<file path="src/hw/rtl/imsu_pkg.sv">
// Shared constants and codes for the Ising Metropolis spin update block.
package imsu_pkg;

    localparam int DEF_ROWS = 32;
    localparam int DEF_COLS = 32;

    // Field widths fixed by the item formats.
    localparam int ROW_W    = 5;
    localparam int COL_W    = 5;
    localparam int RND_W    = 16;
    localparam int DE_W     = 5;
    localparam int ENERGY_W = 13;
    localparam int MAG_W    = 12;
    localparam int THR_W    = 16;

    localparam int CFG_IDX_W = 8;
    localparam int IN_DATA_W = 32;
    localparam int OUT_DATA_W = 32;

    localparam logic [CFG_IDX_W-1:0] CFG_THR_DE4 = CFG_IDX_W'(0);
    localparam logic [CFG_IDX_W-1:0] CFG_THR_DE8 = CFG_IDX_W'(1);

    localparam logic KIND_TRIAL = 1'b0;
    localparam logic KIND_WRITE = 1'b1;

endpackage

</file>
<file path="src/hw/rtl/ising_metropolis_spin_update.sv">
// Metropolis spin update engine for a periodic 2D Ising lattice.
//
// One item is accepted every cycle unless the result beat ahead of it is stalled; the item
// passes through the registered read of the row memories taken at acceptance and then the
// result register. The lattice is held as three copies of a
// row-wide memory (rows above, at and below the site), each read once per item;
// the flip of the item one beat ahead is forwarded past the memories. Rows carry
// valid bits that reset clears, so an unwritten row reads as all spins down and
// no clearing pass is needed after reset. A trial flips when dE <= 0 or when the
// random value is below the threshold for dE of 4 or 8; a write forces the spin.
module ising_metropolis_spin_update
    import imsu_pkg::*;
#(
    parameter int LATTICE_ROWS = DEF_ROWS,
    parameter int LATTICE_COLS = DEF_COLS
) (
    input  logic                  i_clk,
    input  logic                  i_rst_n,
    // Input beats.
    input  logic                  i_in_tvalid,
    output logic                  o_in_tready,
    // tdata from bit 0: row[4:0], col[9:5], random_value[25:10], spin_value[26], zeros
    input  logic [IN_DATA_W-1:0]  i_in_tdata,
    // tuser: kind[0]
    input  logic                  i_in_tuser,
    // Result beats.
    output logic                  o_out_tvalid,
    input  logic                  i_out_tready,
    // tdata from bit 0: flipped[0], spin_after[1], energy_change[6:2],
    // total_energy[19:7], total_magnetization[31:20]
    output logic [OUT_DATA_W-1:0] o_out_tdata,
    // Configuration writes.
    input  logic                  i_cfg_valid,
    output logic                  o_cfg_ready,
    input  logic [CFG_IDX_W-1:0]  i_cfg_index,
    input  logic [THR_W-1:0]      i_cfg_data
);

    localparam int RW = $clog2(LATTICE_ROWS);
    localparam int CW = $clog2(LATTICE_COLS);
    localparam int SITES = LATTICE_ROWS * LATTICE_COLS;
    localparam logic [ENERGY_W-1:0] ENERGY_RST = ENERGY_W'(-2 * SITES);
    localparam logic [MAG_W-1:0]    MAG_RST    = MAG_W'(-SITES);
    localparam logic [RW-1:0] ROW_LAST = RW'(LATTICE_ROWS - 1);
    localparam logic [CW-1:0] COL_LAST = CW'(LATTICE_COLS - 1);

    // Reduce a narrow coordinate modulo n by repeated subtraction; n >= 4 and
    // the value is below 32, so eight steps always suffice.
    function automatic logic [8:0] wrap_coord(input logic [4:0] v, input int n);
        logic [8:0] t;
        logic [8:0] lim;
        t   = {4'd0, v};
        lim = 9'(n);
        for (int k = 0; k < 8; k++) begin
            if (t >= lim) begin
                t = t - lim;
            end
        end
        return t;
    endfunction

    logic [THR_W-1:0] r_thr_de4;
    logic [THR_W-1:0] r_thr_de8;

    // Row memories and per-row valid bits.
    logic [LATTICE_COLS-1:0] r_mem_up  [LATTICE_ROWS];
    logic [LATTICE_COLS-1:0] r_mem_ctr [LATTICE_ROWS];
    logic [LATTICE_COLS-1:0] r_mem_dn  [LATTICE_ROWS];
    logic [LATTICE_ROWS-1:0] r_row_ok;

    // Stage 1: item register and row read data.
    logic                    r_s1_v;
    logic                    r_s1_kind;
    logic [RW-1:0]           r_s1_row;
    logic [RW-1:0]           r_s1_rup;
    logic [RW-1:0]           r_s1_rdn;
    logic [CW-1:0]           r_s1_col;
    logic [RND_W-1:0]        r_s1_rnd;
    logic                    r_s1_wval;
    logic [LATTICE_COLS-1:0] r_rd_up;
    logic [LATTICE_COLS-1:0] r_rd_ctr;
    logic [LATTICE_COLS-1:0] r_rd_dn;
    logic                    r_ok_up;
    logic                    r_ok_ctr;
    logic                    r_ok_dn;

    // Row written on the same edge as the stage 1 read.
    logic                    r_fwd_v;
    logic [RW-1:0]           r_fwd_row;
    logic [LATTICE_COLS-1:0] r_fwd_data;

    logic [ENERGY_W-1:0]     r_energy;
    logic [MAG_W-1:0]        r_mag;

    logic                    r_out_v;
    logic [OUT_DATA_W-1:0]   r_out_data;

    logic                    load;
    logic                    s1_adv;
    logic [RW-1:0]           in_row;
    logic [RW-1:0]           in_rup;
    logic [RW-1:0]           in_rdn;
    logic [CW-1:0]           in_col;
    logic [LATTICE_COLS-1:0] row_up;
    logic [LATTICE_COLS-1:0] row_ctr;
    logic [LATTICE_COLS-1:0] row_dn;
    logic [CW-1:0]           col_lf;
    logic [CW-1:0]           col_rt;
    logic                    spin;
    logic [2:0]              up_count;
    logic signed [5:0]       de_up;
    logic signed [5:0]       de_wide;
    logic [DE_W-1:0]         de;
    logic                    flip;
    logic                    w_en;
    logic [LATTICE_COLS-1:0] n_row_data;
    logic [ENERGY_W-1:0]     n_energy;
    logic [MAG_W-1:0]        n_mag;
    logic                    spin_after;

    assign s1_adv      = r_s1_v && (!r_out_v || i_out_tready);
    assign o_in_tready = !r_s1_v || s1_adv;
    assign load        = i_in_tvalid && o_in_tready;
    assign o_cfg_ready = 1'b1;

    always_comb begin
        logic [8:0] wr;
        logic [8:0] wc;
        wr     = wrap_coord(i_in_tdata[4:0], LATTICE_ROWS);
        wc     = wrap_coord(i_in_tdata[9:5], LATTICE_COLS);
        in_row = wr[RW-1:0];
        in_col = wc[CW-1:0];
        in_rup = (in_row == '0) ? ROW_LAST : in_row - RW'(1);
        in_rdn = (in_row == ROW_LAST) ? '0 : in_row + RW'(1);
    end

    // Stage 2: rows with valid masking and forwarding, then the decision.
    always_comb begin
        row_up  = r_ok_up  ? r_rd_up  : '0;
        row_ctr = r_ok_ctr ? r_rd_ctr : '0;
        row_dn  = r_ok_dn  ? r_rd_dn  : '0;
        if (r_fwd_v && r_fwd_row == r_s1_rup) begin
            row_up = r_fwd_data;
        end
        if (r_fwd_v && r_fwd_row == r_s1_row) begin
            row_ctr = r_fwd_data;
        end
        if (r_fwd_v && r_fwd_row == r_s1_rdn) begin
            row_dn = r_fwd_data;
        end

        col_lf = (r_s1_col == '0) ? COL_LAST : r_s1_col - CW'(1);
        col_rt = (r_s1_col == COL_LAST) ? '0 : r_s1_col + CW'(1);

        spin     = row_ctr[r_s1_col];
        up_count = 3'(row_up[r_s1_col]) + 3'(row_dn[r_s1_col])
                 + 3'(row_ctr[col_lf]) + 3'(row_ctr[col_rt]);
        // With k neighbours up the sum is 2k-4, so dE is 4k-8 for an up spin.
        de_up   = $signed({1'b0, up_count, 2'b00}) - 6'sd8;
        de_wide = spin ? de_up : -de_up;
        de      = de_wide[DE_W-1:0];

        if (r_s1_kind == KIND_WRITE) begin
            flip = (r_s1_wval != spin);
        end else if (de[DE_W-1] || de == '0) begin
            flip = 1'b1;
        end else if (de == DE_W'(4)) begin
            flip = r_s1_rnd < r_thr_de4;
        end else if (de == DE_W'(8)) begin
            flip = r_s1_rnd < r_thr_de8;
        end else begin
            flip = 1'b0;
        end

        n_row_data           = row_ctr;
        n_row_data[r_s1_col] = ~spin;
        spin_after           = spin ^ flip;
        n_energy = flip ? r_energy + {{(ENERGY_W-DE_W){de[DE_W-1]}}, de} : r_energy;
        n_mag    = flip ? (spin ? r_mag - MAG_W'(2) : r_mag + MAG_W'(2)) : r_mag;
    end

    assign w_en = s1_adv && flip;

    always_ff @(posedge i_clk) begin
        if (w_en) begin
            r_mem_up[r_s1_row]  <= n_row_data;
            r_mem_ctr[r_s1_row] <= n_row_data;
            r_mem_dn[r_s1_row]  <= n_row_data;
        end
        if (load) begin
            r_rd_up  <= r_mem_up[in_rup];
            r_rd_ctr <= r_mem_ctr[in_row];
            r_rd_dn  <= r_mem_dn[in_rdn];
        end
    end

    always_ff @(posedge i_clk) begin
        if (!i_rst_n) begin
            r_row_ok  <= '0;
            r_s1_v    <= 1'b0;
            r_fwd_v   <= 1'b0;
            r_out_v   <= 1'b0;
            r_energy  <= ENERGY_RST;
            r_mag     <= MAG_RST;
            r_thr_de4 <= '0;
            r_thr_de8 <= '0;
        end else begin
            if (i_cfg_valid) begin
                unique case (i_cfg_index)
                    CFG_THR_DE4: r_thr_de4 <= i_cfg_data;
                    CFG_THR_DE8: r_thr_de8 <= i_cfg_data;
                    default: ;
                endcase
            end
            if (load) begin
                r_ok_up  <= r_row_ok[in_rup];
                r_ok_ctr <= r_row_ok[in_row];
                r_ok_dn  <= r_row_ok[in_rdn];
                r_fwd_v  <= w_en;
            end
            if (w_en) begin
                r_row_ok[r_s1_row] <= 1'b1;
                r_energy           <= n_energy;
                r_mag              <= n_mag;
            end
            if (load) begin
                r_s1_v <= 1'b1;
            end else if (s1_adv) begin
                r_s1_v <= 1'b0;
            end
            if (s1_adv) begin
                r_out_v <= 1'b1;
            end else if (i_out_tready) begin
                r_out_v <= 1'b0;
            end
        end
    end

    // Payload registers.
    always_ff @(posedge i_clk) begin
        if (load) begin
            r_s1_kind  <= i_in_tuser;
            r_s1_row   <= in_row;
            r_s1_rup   <= in_rup;
            r_s1_rdn   <= in_rdn;
            r_s1_col   <= in_col;
            r_s1_rnd   <= i_in_tdata[25:10];
            r_s1_wval  <= i_in_tdata[26];
            r_fwd_row  <= r_s1_row;
            r_fwd_data <= n_row_data;
        end
        if (s1_adv) begin
            r_out_data <= {n_mag, n_energy, de, spin_after, flip};
        end
    end

    assign o_out_tvalid = r_out_v;
    assign o_out_tdata  = r_out_data;

endmodule

</file>
<file path="config.mk">
export PLATFORM = sky130hd
export DESIGN_NAME = ising_metropolis_spin_update
export DESIGN_NICKNAME = d
export VERILOG_FILES = /design/src/hw/rtl/imsu_pkg.sv /design/src/hw/rtl/ising_metropolis_spin_update.sv
export SDC_FILE = /design/constraint.sdc
export NUM_CORES = 2
export LEC_CHECK = 0
export ABC_AREA = 0
export ABC_CLOCK_PERIOD_IN_PS = 8300
export BUFFER_PORTS_ARGS = -buffer_cell sky130_fd_sc_hd__buf_2
export CAP_MARGIN = 20
export CORE_MARGIN = 1.5
export CORE_UTILIZATION = 57
export DETAILED_ROUTE_END_ITERATION = 6
export PLACE_DENSITY = 0.85
export SLEW_MARGIN = 30
export SYNTH_ARGS = -nofsm -noshare
export SYNTH_HDL_FRONTEND = slang
export SYNTH_SLANG_ARGS = --single-unit
</file>
<file path="constraint.sdc">
create_clock -name i_clk -period 8.3 [get_ports i_clk]
set_clock_uncertainty 0.15 [all_clocks]
set_input_delay 1.66 -clock i_clk [delete_from_list [all_inputs] [get_ports i_clk]]
set_output_delay 1.66 -clock i_clk [all_outputs]
set_load 0.01 [all_outputs]
</file>
==> reports/qor.txt <==
Met1 global-route usage = 45.6%
Vias in the first global route = 51.2k
Count of final max-slew check failures = 0
Clock buffer depth = 3
Asr flop ratio synth = 0%
Core area = 124000 um^2
Post-route cell area = 79000 um^2
Largest fanout on the critical path = 19
Leak pwr = 0.0265 uW
Sequential share of the synthesized area = 54.2%
Library cells used by synthesis = 78
Post-synth EDFFs = 1225
GR Util All Layers = 37.4%
Post-synthesis cell count = 4621
Syn-to-layout area delta = 11.0%
CTS Buf Count = 137
Row cnt = 129
Wire per inst = 37.1 um
Largest net degree at the start of global routing = 131
Synth Warn # = 0
Clock Tree Root = clkbuf_16
Period utilization = 94.0%
P per Cell Area = 211 nW/um^2
Global routing usage on met3 = 14.2%
Status = finished, violations left
Commonest non-fill, non-tap cell in the layout = edfxtp_1
Worst Setup Start Kind = register
Post-Syn Area per Cell = 15.4 um^2
Achievable Freq = 128 MHz
H-tree level count = 4
Post-DP HPWL = 132000 um
Port bufs = 85
Top_reg_cell synth = edfxtp_1
Critical Path AT = 8.32 ns
Slew headroom = 27.0%
Slowest CP cell = and2_1
Post-Place Cell Area = 74400 um^2
Final setup vio count = 0
Die area = 127000 um^2
Final min period = 7.80 ns
Worst slew pin tran = 1.08 ns
Routability Congestion = 1.00
Crit path largest cell delay = 0.84 ns
Failing checks = DRC
DP Worst Slack = 0.470 ns
Synth Cell Area = 71200 um^2
Final setup margin = 0.501 ns
GR Util met2 = 56.0%
Hold Violations, Final = 0
Layout Nets = 4767
Initial antenna violation count = 11
Drt pass-1 iters = 7
Maximum VDD drop = 0.000146 V
Via count = 50.7k
# hold bufs at CTS = 0
Endpoint class of the critical path = register
CTS clk-pin slew, worst paths = 0.06 ns
Later-pin clock latency in the skew report = 0.80 ns
Sink Count = 1314
IO Count = 97
Global route hottest layer = met2
Layout cell share with drive strength beyond 1 = 31.4%
Die Y = 356 um
Final wirelength = 237000 um
Hold crit path type = register to register
Starting Density = 57.5%
Most frequent cells in the layout = edfxtp_1, mux4_2, nand2_1
Drt drc = 43
Total gr overflow = 0
R2R setup slack = 0.50 ns
Vias per cell = 7.93
DR iter-0 viols = 10.1k
Worst setup path class = register to register
Crit path required time = 8.82 ns
First-pass GRT wire length = 342000 um
Post-synthesis register bit count = 1314
Max cap viols = 0
RSZ-0062 raised after global routing = false
Final hold slack = 0.347 ns
Die width = 356 um
Post-route ant nets = 0
CTS tree = done
==> cell usage after synthesis (5+ instances only) <==
cell,instances,area [um^2]
a2111o_1,5,56.3
mux4_2,892,20100
xnor2_1,28,245
a31oi_1,22,138
nand2_1,802,3010
o41ai_2,16,260
inv_1,71,267
and3_1,14,87.6
clkbuf_1,250,938
and2_1,10,62.6
nand2b_1,12,75.1
buf_2,11,55.1
buf_6,8,90.1
buf_4,11,82.6
nor2b_1,8,50.1
o211ai_1,10,75.1
o21bai_1,11,82.6
nor2_1,81,304
nor3_1,31,155
edfxtp_1,1225,36800
mux2_2,20,225
a32o_1,17,170
dfxtp_1,89,1780
o21ai_0,100,500
o2111ai_1,7,61.3
ha_1,62,776
or2_2,7,43.8
mux2i_1,59,591
nand3_1,374,1870
o21a_1,7,52.6
nand4_1,10,62.6
buf_1,116,435
a2111oi_0,6,52.6
nor4_1,15,93.8
a211oi_1,10,75.1
a21o_1,21,158
xor2_1,15,131
mux2_1,7,78.8
a21oi_1,86,430
==> sequential cells by signal, indices dropped and copies added, names as in the netlist, 16 cells and up <==
| name | count |
|---|---|
| r_s1_rnd | 16 |
| r_thr_de8 | 16 |
| r_mem_up | 544 |
| r_mem_dn | 480 |
| r_thr_de4 | 16 |
| o_out_tdata | 27 |
| r_rd_up | 32 |
| r_rd_ctr | 32 |
| r_rd_dn | 32 |
| r_fwd_data | 32 |
| r_row_ok | 32 |
==> layer usage <==
layer / up-vias / wire (um)
met5: - / 89
met4: 12 / 19800
met3: 1459 / 40000
met2: 5646 / 106000
met1: 24800 / 70700
li1: 18700 / -
==> what timing repair did <==
item	CTS	global route
setup buffers	0	0
resized for setup	0	1
endpoints found under the setup margin	0	2
hold endpoints to repair	0	0
==> layout make-up <==
cell class	instances	area (um^2)
inverter	74	305
tap	1637	2050
sequential	1314	38600
antenna	4	10.0
multi-input combinational	2840	31200
clock inverter	81	927
fill	7948	44800
clock buffer	168	3610
timing repair buffer	272	2350
==> final timing paths <==
check	from	cells after the start	endpoint
min	r_thr_de8[13]	2	r_thr_de8[13]
min reg2reg	r_thr_de8[13]	2	r_thr_de8[13]
max	r_fwd_row[1]	26	r_energy[12]
max reg2reg	r_fwd_row[1]	26	r_energy[12]
==> metrics by stage <==
step / cells / power (uW) / utilization (%) / setup TNS [ns]
global route: 6388 / 17000 / 63.8 / 0
floorplan: 4625 / 9530 / - / -149.02
finish: 6390 / 16700 / 63.8 / 0
detailed placement: 6134 / 10400 / 60.1 / 0
CTS: 6383 / 16600 / 63.8 / 0
global placement: 6131 / 10300 / 60.0 / 0
==> cells by family after synthesis <==
kind of cell	Yosys count	synth area share, %
adders and majority gates	66	1.20
buffers and inverters	471	2.66
AOI/OAI and AO/OA	360	3.46
and+or+nand+nor	1386	8.43
other	2	0.0106
xor gates and xnor gates	43	0.529
DFF	1314	54.2
muxes	979	29.5
==> worst max-delay path, delay by kind of cell, from the launching register on <==
kind                     cells  cell delay (ns)
AO/OA/AOI/OAI               13             2.61
adder cells (fa/ha/maj)      4             1.69
AND/OR/NAND/NOR              5             1.58
multiplexers                 2             0.83
flip-flops                   1             0.47
XOR/XNOR                     1             0.24
buffers and inverters        1             0.11
==> report_power, final <==
part / switching [uW] / leakage, uW / internal (uW) / total [uW]
Clock: 2680 / 0.00220 / 3640 / 6320
Combinational: 1710 / 0.0122 / 1090 / 2800
Sequential: 109 / 0.0121 / 7480 / 7580
No activity file was read; power rests on OpenSTA's default activity.
